--- src/design/lbes_pkg.sv ---
// Shared types and constants of the laser beam endpoint scorer.
package lbes_pkg;

  // Fixed-point and scan constants.
  localparam int unsigned FRAC_BITS  = 8;
  localparam int unsigned BEAMS      = 720;
  localparam int unsigned ANGLE_BITS = 16;

  // Angle bits below the trig resolution are cleared before the lookup.
  localparam logic [15:0] ANGLE_MASK =
    (ANGLE_BITS < 16) ? 16'(16'hFFFF << (16 - ANGLE_BITS)) : 16'hFFFF;

  // Field widths.
  localparam int unsigned CFG_W = 18;
  localparam int unsigned LEN_W = 19;
  localparam int unsigned SIN_W = 16;
  localparam int unsigned POS_W = 19;

  // Sine polynomial coefficients, Q14.
  localparam logic [14:0] TRIG_A = 15'd10512;
  localparam logic [10:0] TRIG_B = 11'd1160;
  localparam logic [14:0] TRIG_C = 15'd25736;
  localparam logic [14:0] QUARTER = 15'd16384;

  // Item kinds.
  typedef enum logic [1:0] {
    ACT_MAP  = 2'd0,
    ACT_POSE = 2'd1,
    ACT_BEAM = 2'd2,
    ACT_NONE = 2'd3
  } action_e;

  // Configuration register indexes.
  typedef enum logic [2:0] {
    CFG_RANGE_MIN  = 3'd0,
    CFG_RANGE_MAX  = 3'd1,
    CFG_ANGLE_STEP = 3'd2,
    CFG_SENSOR_OFF = 3'd3,
    CFG_X_MIN      = 3'd4,
    CFG_X_MAX      = 3'd5,
    CFG_Y_MIN      = 3'd6,
    CFG_Y_MAX      = 3'd7
  } cfg_idx_e;

endpackage

--- src/design/lbes_trig_lane.sv ---
// Four-stage pipelined Q14 sine lane built from a quadrant-folded polynomial.
module lbes_trig_lane (
  input  logic                                clk_i,
  input  logic                                en_i,
  input  logic [15:0]                         angle_i,
  output logic signed [lbes_pkg::SIN_W-1:0]   sin_o
);

  logic [15:0] ang_m;
  logic [14:0] x0;
  logic [29:0] sq;
  logic [14:0] x2_q, x3_q, x4_q;
  logic        neg2_q, neg3_q, neg4_q;
  logic [14:0] s2_q, s3_q;
  logic [25:0] p1;
  logic [13:0] t1_q;
  logic [28:0] p2;
  logic [14:0] t2_q;
  logic [29:0] p3;
  logic [15:0] y_mag;
  logic signed [lbes_pkg::SIN_W-1:0] sin_q;

  // Fold the angle into the first quadrant and square it.
  always_comb begin
    ang_m = angle_i & lbes_pkg::ANGLE_MASK;
    if (ang_m[14]) begin
      x0 = lbes_pkg::QUARTER - {1'b0, ang_m[13:0]};
    end else begin
      x0 = {1'b0, ang_m[13:0]};
    end
    sq = x0 * x0;
  end

  // Polynomial terms, one multiply per stage.
  assign p1    = lbes_pkg::TRIG_B * s2_q;
  assign p2    = t1_q * s3_q;
  assign p3    = t2_q * x4_q;
  assign y_mag = p3[29:14];

  always_ff @(posedge clk_i) begin
    if (en_i) begin
      x2_q   <= x0;
      neg2_q <= ang_m[15];
      s2_q   <= sq[28:14];
      x3_q   <= x2_q;
      neg3_q <= neg2_q;
      s3_q   <= s2_q;
      t1_q   <= 14'(lbes_pkg::TRIG_A - 15'(p1[25:14]));
      x4_q   <= x3_q;
      neg4_q <= neg3_q;
      t2_q   <= lbes_pkg::TRIG_C - p2[28:14];
      sin_q  <= neg4_q ? -$signed(y_mag) : $signed(y_mag);
    end
  end

  assign sin_o = sin_q;

endmodule

--- config.mk ---
export PLATFORM = sky130hd
export DESIGN_NAME = lbes_trig_lane
export DESIGN_NICKNAME = d
export VERILOG_FILES = /design/src/design/lbes_pkg.sv /design/src/design/lbes_trig_lane.sv
export SDC_FILE = /design/constraint.sdc
export NUM_CORES = 1
export LEC_CHECK = 0
export BUFFER_PORTS_ARGS = -buffer_cell sky130_fd_sc_hd__buf_2
export CORE_ASPECT_RATIO = 1.2
export CORE_MARGIN = 2
export CORE_UTILIZATION = 43
export DETAILED_ROUTE_END_ITERATION = 16
export PLACE_DENSITY_LB_ADDON = 0.3
export SYNTH_ARGS = -nofsm -noshare
export SYNTH_HDL_FRONTEND = slang
export SYNTH_SLANG_ARGS = --single-unit
--- constraint.sdc ---
create_clock -name clk_i -period 11.45 [get_ports clk_i]
set_input_delay 2.29 -clock clk_i [delete_from_list [all_inputs] [get_ports clk_i]]
set_output_delay 2.29 -clock clk_i [all_outputs]
set_load 0.1 [all_outputs]
* Word level (Yosys, flattened, before mapping)
Index checks and enable logic that the tools add are counted.
** Word-level totals
- Bits in latches :: 0
- Output and inout port bits :: 16
- Memories :: 0
- Bits of input ports :: 18
- RAM bits :: 0
- Word-level logic and storage cells :: 21
- Register bits after elaboration :: 123
- Bits in read-only memories :: 0
** Operators by class
- $mul :: 4
- $add $sub $neg :: 4
- Divide/modulo/power cells :: 0
- Equality and inequality tests :: 0
- Magnitude comparators :: 0
- Shift-type cells :: 0
- Bitwise logic cells :: 0
- Reduce and logical (&&, ||, !) cells :: 0
- Muxes and demuxes :: 2
** Operators with widths (count)
- multiplier 15 x 15 -> 30 bit :: 1
- multiplier 14 x 15 -> 29 bit :: 1
- multiplier 15 x 15 -> 29 bit :: 1
- multiplier 8 x 15 -> 23 bit, first input constant :: 1
- 2-to-1 mux 16 bit :: 1
- negator 16 bit :: 1
- 2-to-1 mux 15 bit :: 1
- subtractor 15 x 14 -> 15 bit, first input constant :: 1
- subtractor 15 bit, first input constant :: 1
- subtractor 14 x 12 -> 14 bit, first input constant :: 1

* Depth between registers and ports, before layout
- Word-level depth :: 3
- Depth in mapped cells :: 32

* Worst setup path before layout
OpenSTA, ideal clock, no wires.
- Path kind :: input to register
- Start point :: input port angle_i[0]
- End point :: register s2_q[11], data pin
- Setup time :: 258 ps
- Data arrival time :: 9063 ps
- Buffers on the path :: 1
- Slack :: 2129 ps
- Cell stages on the path :: 28
- Cell sequence :: clkbuf_1 inv_1 ha_1 nand2_1 o41ai_1 xor2_1 clkinv_1 nand2_1 inv_1 fa_1 inv_1 fa_1 inv_1 fa_1 fa_1 fa_1 inv_1 fa_1 inv_1 ha_1 a21o_1 a21oi_1 a21boi_0 o211ai_1 nand2_1 o41a_1 a21oi_1 xnor2_1
** Between the ends
- Longest elaborated chain between the ends :: 3
** Ends and longest elaborated chain
- from (decl) :: line lbes_trig_lane.sv:5 : input logic [15:0] angle_i,
- subtractor 15 x 14 -> 15 bit :: line lbes_trig_lane.sv:27 : x0 = lbes_pkg::QUARTER - {1'b0, ang_m[13:0]};
- 2-to-1 mux 15 bit * :: line lbes_trig_lane.sv:26 : if (ang_m[14]) begin
- multiplier 15 x 15 -> 29 bit * :: line lbes_trig_lane.sv:31 : sq = x0 * x0;
- via sq[25] :: line lbes_trig_lane.sv:11 : logic [29:0] sq;
- to (signal assigned) :: line lbes_trig_lane.sv:44 : s2_q <= sq[28:14];
- to (decl) :: line lbes_trig_lane.sv:14 : logic [14:0] s2_q, s3_q;
The timed path passes the listed nets; every way through them passes the cells marked *.
A chain may end at the register's enable or synchronous reset.

* Worst setup path in the final report
Same ends and word-level chain as after synthesis.

==> flow_summary_export.csv <==
group,metric,value,unit
cells_and_area,layout.cells.most_common,"inv_1",
synth,postSynthAreaPerCell,9.63,um^2
synth,yosys_warnings,0,
critical_path,r2r-start,"s3_q[7]",
sta,fmax,0.101,GHz
sta,finalCriticalPeriod,9930,ps
cts,clk_latency,440,ps
floorplanning,dieArea,61200,um^2
cts,cts_sinks,123,
critical_path,cp.arrival,10110,ps
critical_path,crit_fanout,12,
critical_path,worstPathRequired,11640,ps
floorplanning,die_w,226,um
cells_and_area,fillCellCount,5505,
cts,cts_buffer_depth,2,
critical_path,reg2reg_to,"t2_q[14]",
cells_and_area,layout_common_cells,"inv_1, fa_1, nand2_1, ha_1, and2_1",
detailed_routing,drtIter0Drc,681,
sta,post-route-period-util,86.7,%
synth,synth-seq-area-share,14.5,%
hold_path,min_to,"x4_q[14]",
cts,tritoncts,"done",
job,maxCapViolCount,0,
cts,clkTransAtPathRegs,60,ps
cells_and_area,num_antenna_cells,0,
cells_and_area,drive_gt1_share,3.29,%
detailed_routing,routedWlPerCell,15.5,um
global_routing,grt_pass1_vias,19071,
sta,hold_violations,0,
detailed_routing,first_pass_iters,5,
sta,slew_headroom,38.7,%
global_routing,grt_max_degree,63,
floorplanning,rows,97,
critical_path,critPathTopFamily,"adder cells",
synth,synth_cell_type_count,70,
global_routing,grt_overflow,0,
outcome,outcome,"completed",
critical_path,start_kind,"input pin",
sta,rsz0062_at_grt,"false",
detailed_routing,final_antenna_net_count,0,
critical_path,rrSetupSlack,3920,ps
floorplanning,boundaryPins,34,
floorplanning,coreArea,58500,um^2
critical_path,worst_setup_path_end_kind,"flop",
critical_path,path_buf_inv,8,
synth,ys_ff_latch,123,
detailed_routing,vias,17393,
synth,syn_inst,2644,
sta,setup_violations,0,
cts,cts_hold_buf,0,
sta,drv_slew,0,
critical_path,path_depth,28,
critical_path,crit_type,"in2reg",
global_routing,antenna_found_initial,0,
synth,async_flop_share,0,%
critical_path,crit_path_top_delay_cell,"xor2_1",
cells_and_area,area_growth,5.98,%
hold_path,hold_class,"reg2reg",
cells_and_area,multi_input_area,19200,um^2
floorplanning,initial_core_util,43.5,%
cts,htree_num_levels,4,
cts,cts_resized,0,
place,place.gp.congestion,0.887,
global_routing,grt_util_all_layers,18.7,%
cts,cts_setup_buffers,0,
global_routing,grt_pass1_wl,92100,um
sta,tns,0,ps
hold_path,min_from,"x3_q[14]",
critical_path,reg2reg_depth,27,
synth,synth_edf_count,123,
detailed_routing,drt-total-wl,53500,um
floorplanning,die_h,271,um
detailed_routing,drcViolationCount,0,
synth,synthFlopType,"edfxtp_1",
critical_path,max_stage_delay,600,ps
cts,cts_buffers,17,
cts,root_buffer,"clkbuf_16",
place,port_buffers,33,
cells_and_area,layout.nets,3434,
sta,tightest_slew,917,ps
place,hpwl,44300,um
hold_path,min_path_cells,0,
synth,netlist_area,25500,um^2
cells_and_area,seqCellArea,3690,um^2
detailed_routing,viasPerCell,5.06,
sta,skew,11.7,ps
==> kinds of logic (layout without fill, tap and decap cells) <==
family	Yosys count	after routing	share of synthesized area, %
mux	5	5	0.206
xor+xnor	97	97	3.37
flops	123	123	14.5
simple gates	737	737	14.1
other cells	2	9	0.0295
buf+inv	687	684	10.1
compound gates	213	213	5.79
fa+ha+maj	780	780	51.9
==> cells in the mapped netlist, types with 8 or more instances <==
master / n / share of area [%]
nor2b_1: 14 / 0.34
nand4_1: 10 / 0.25
o31ai_1: 8 / 0.24
xnor2_1: 72 / 2.5
edfxtp_1: 123 / 15
o21ai_0: 32 / 0.63
xor2_1: 24 / 0.83
a21oi_1: 48 / 0.94
ha_1: 319 / 16
o21a_1: 11 / 0.32
inv_1: 607 / 8.9
a21o_1: 26 / 0.77
fa_1: 461 / 36
nor3_1: 17 / 0.33
clkbuf_1: 73 / 1.1
nand2_1: 328 / 4.8
o211ai_1: 9 / 0.27
a211oi_1: 10 / 0.29
nor2_1: 80 / 1.2
nand2b_1: 11 / 0.27
and2_1: 227 / 5.6
nand3_1: 17 / 0.33
==> layout make-up <==
| class | count | area share [%] |
|---|---|---|
| Multi-Input combinational cell | 1841 | 71.2 |
| Inverter | 611 | 8.50 |
| Timing Repair Buffer | 42 | 0.871 |
| Clock inverter | 11 | 0.445 |
| Sequential cell | 123 | 13.7 |
| Tap cell | 792 | 3.67 |
| Clock buffer | 20 | 1.62 |
==> worst reg2reg max path: stages, from the launching register on <==
cell	delay, ps
edfxtp_1	650
and2_1	270
fa_1	530
inv_1	50
fa_1	470
inv_1	50
fa_1	490
inv_1	50
fa_1	520
inv_1	50
fa_1	470
inv_1	50
fa_1	470
inv_1	40
ha_1	330
a21o_1	190
a211oi_1	320
o211ai_1	230
a21oi_1	240
xor2_1	170
ha_1	210
inv_1	60
o211ai_1	310
a31o_2	250
a31o_2	220
a2111oi_0	120
nor4_1	300
o31ai_1	130
==> stage by stage <==
stage / cells / hold WS [ps] / instance area, um^2 / worst slack (ps) / util, %
floorplan: 2651 / 400 / 25500 / 2130 / -
global placement: 3409 / 400 / 26400 / 1330 / 45.2
detailed placement: 3409 / 405 / 26400 / 1140 / 45.2
CTS: 3440 / 411 / 27000 / 1590 / 46.1
global route: 3440 / 426 / 27000 / 851 / 46.1
finish: 3440 / 407 / 27000 / 1520 / 46.1
==> layer usage <==
layer / part of all wire (%) / vias to the layer above / wire [um] / GRT usage (%)
met1: 41 / 8856 / 22100 / 22.5
met3: 2.6 / 84 / 1410 / 1.90
met5: 0 / - / 0 / 0
li1: - / 8138 / - / -
met2: 54 / 315 / 29000 / 35.2
met4: 1.8 / 0 / 971 / 4.64
==> sequential cells by signal, indices dropped and copies added (netlist names), 14 cells and up <==
name   cells
t2_q      15
x2_q      15
s2_q      15
sin_o     16
s3_q      15
x4_q      15
t1_q      14
x3_q      15
==> how the worst max path moves through the flow <==
stage	slack, ps	start	to
finish	1520	angle_i[0]	s2_q[11]
global route	850	angle_i[0]	s2_q[11]
CTS	1590	angle_i[0]	s2_q[11]
detailed placement	1140	angle_i[0]	s2_q[11]
global placement	1330	angle_i[0]	s2_q[11]
floorplan	2130	angle_i[0]	s2_q[11]
Power is not shown: default switching activity piles up to over one toggle a cycle in this logic, so the estimate is an artifact.
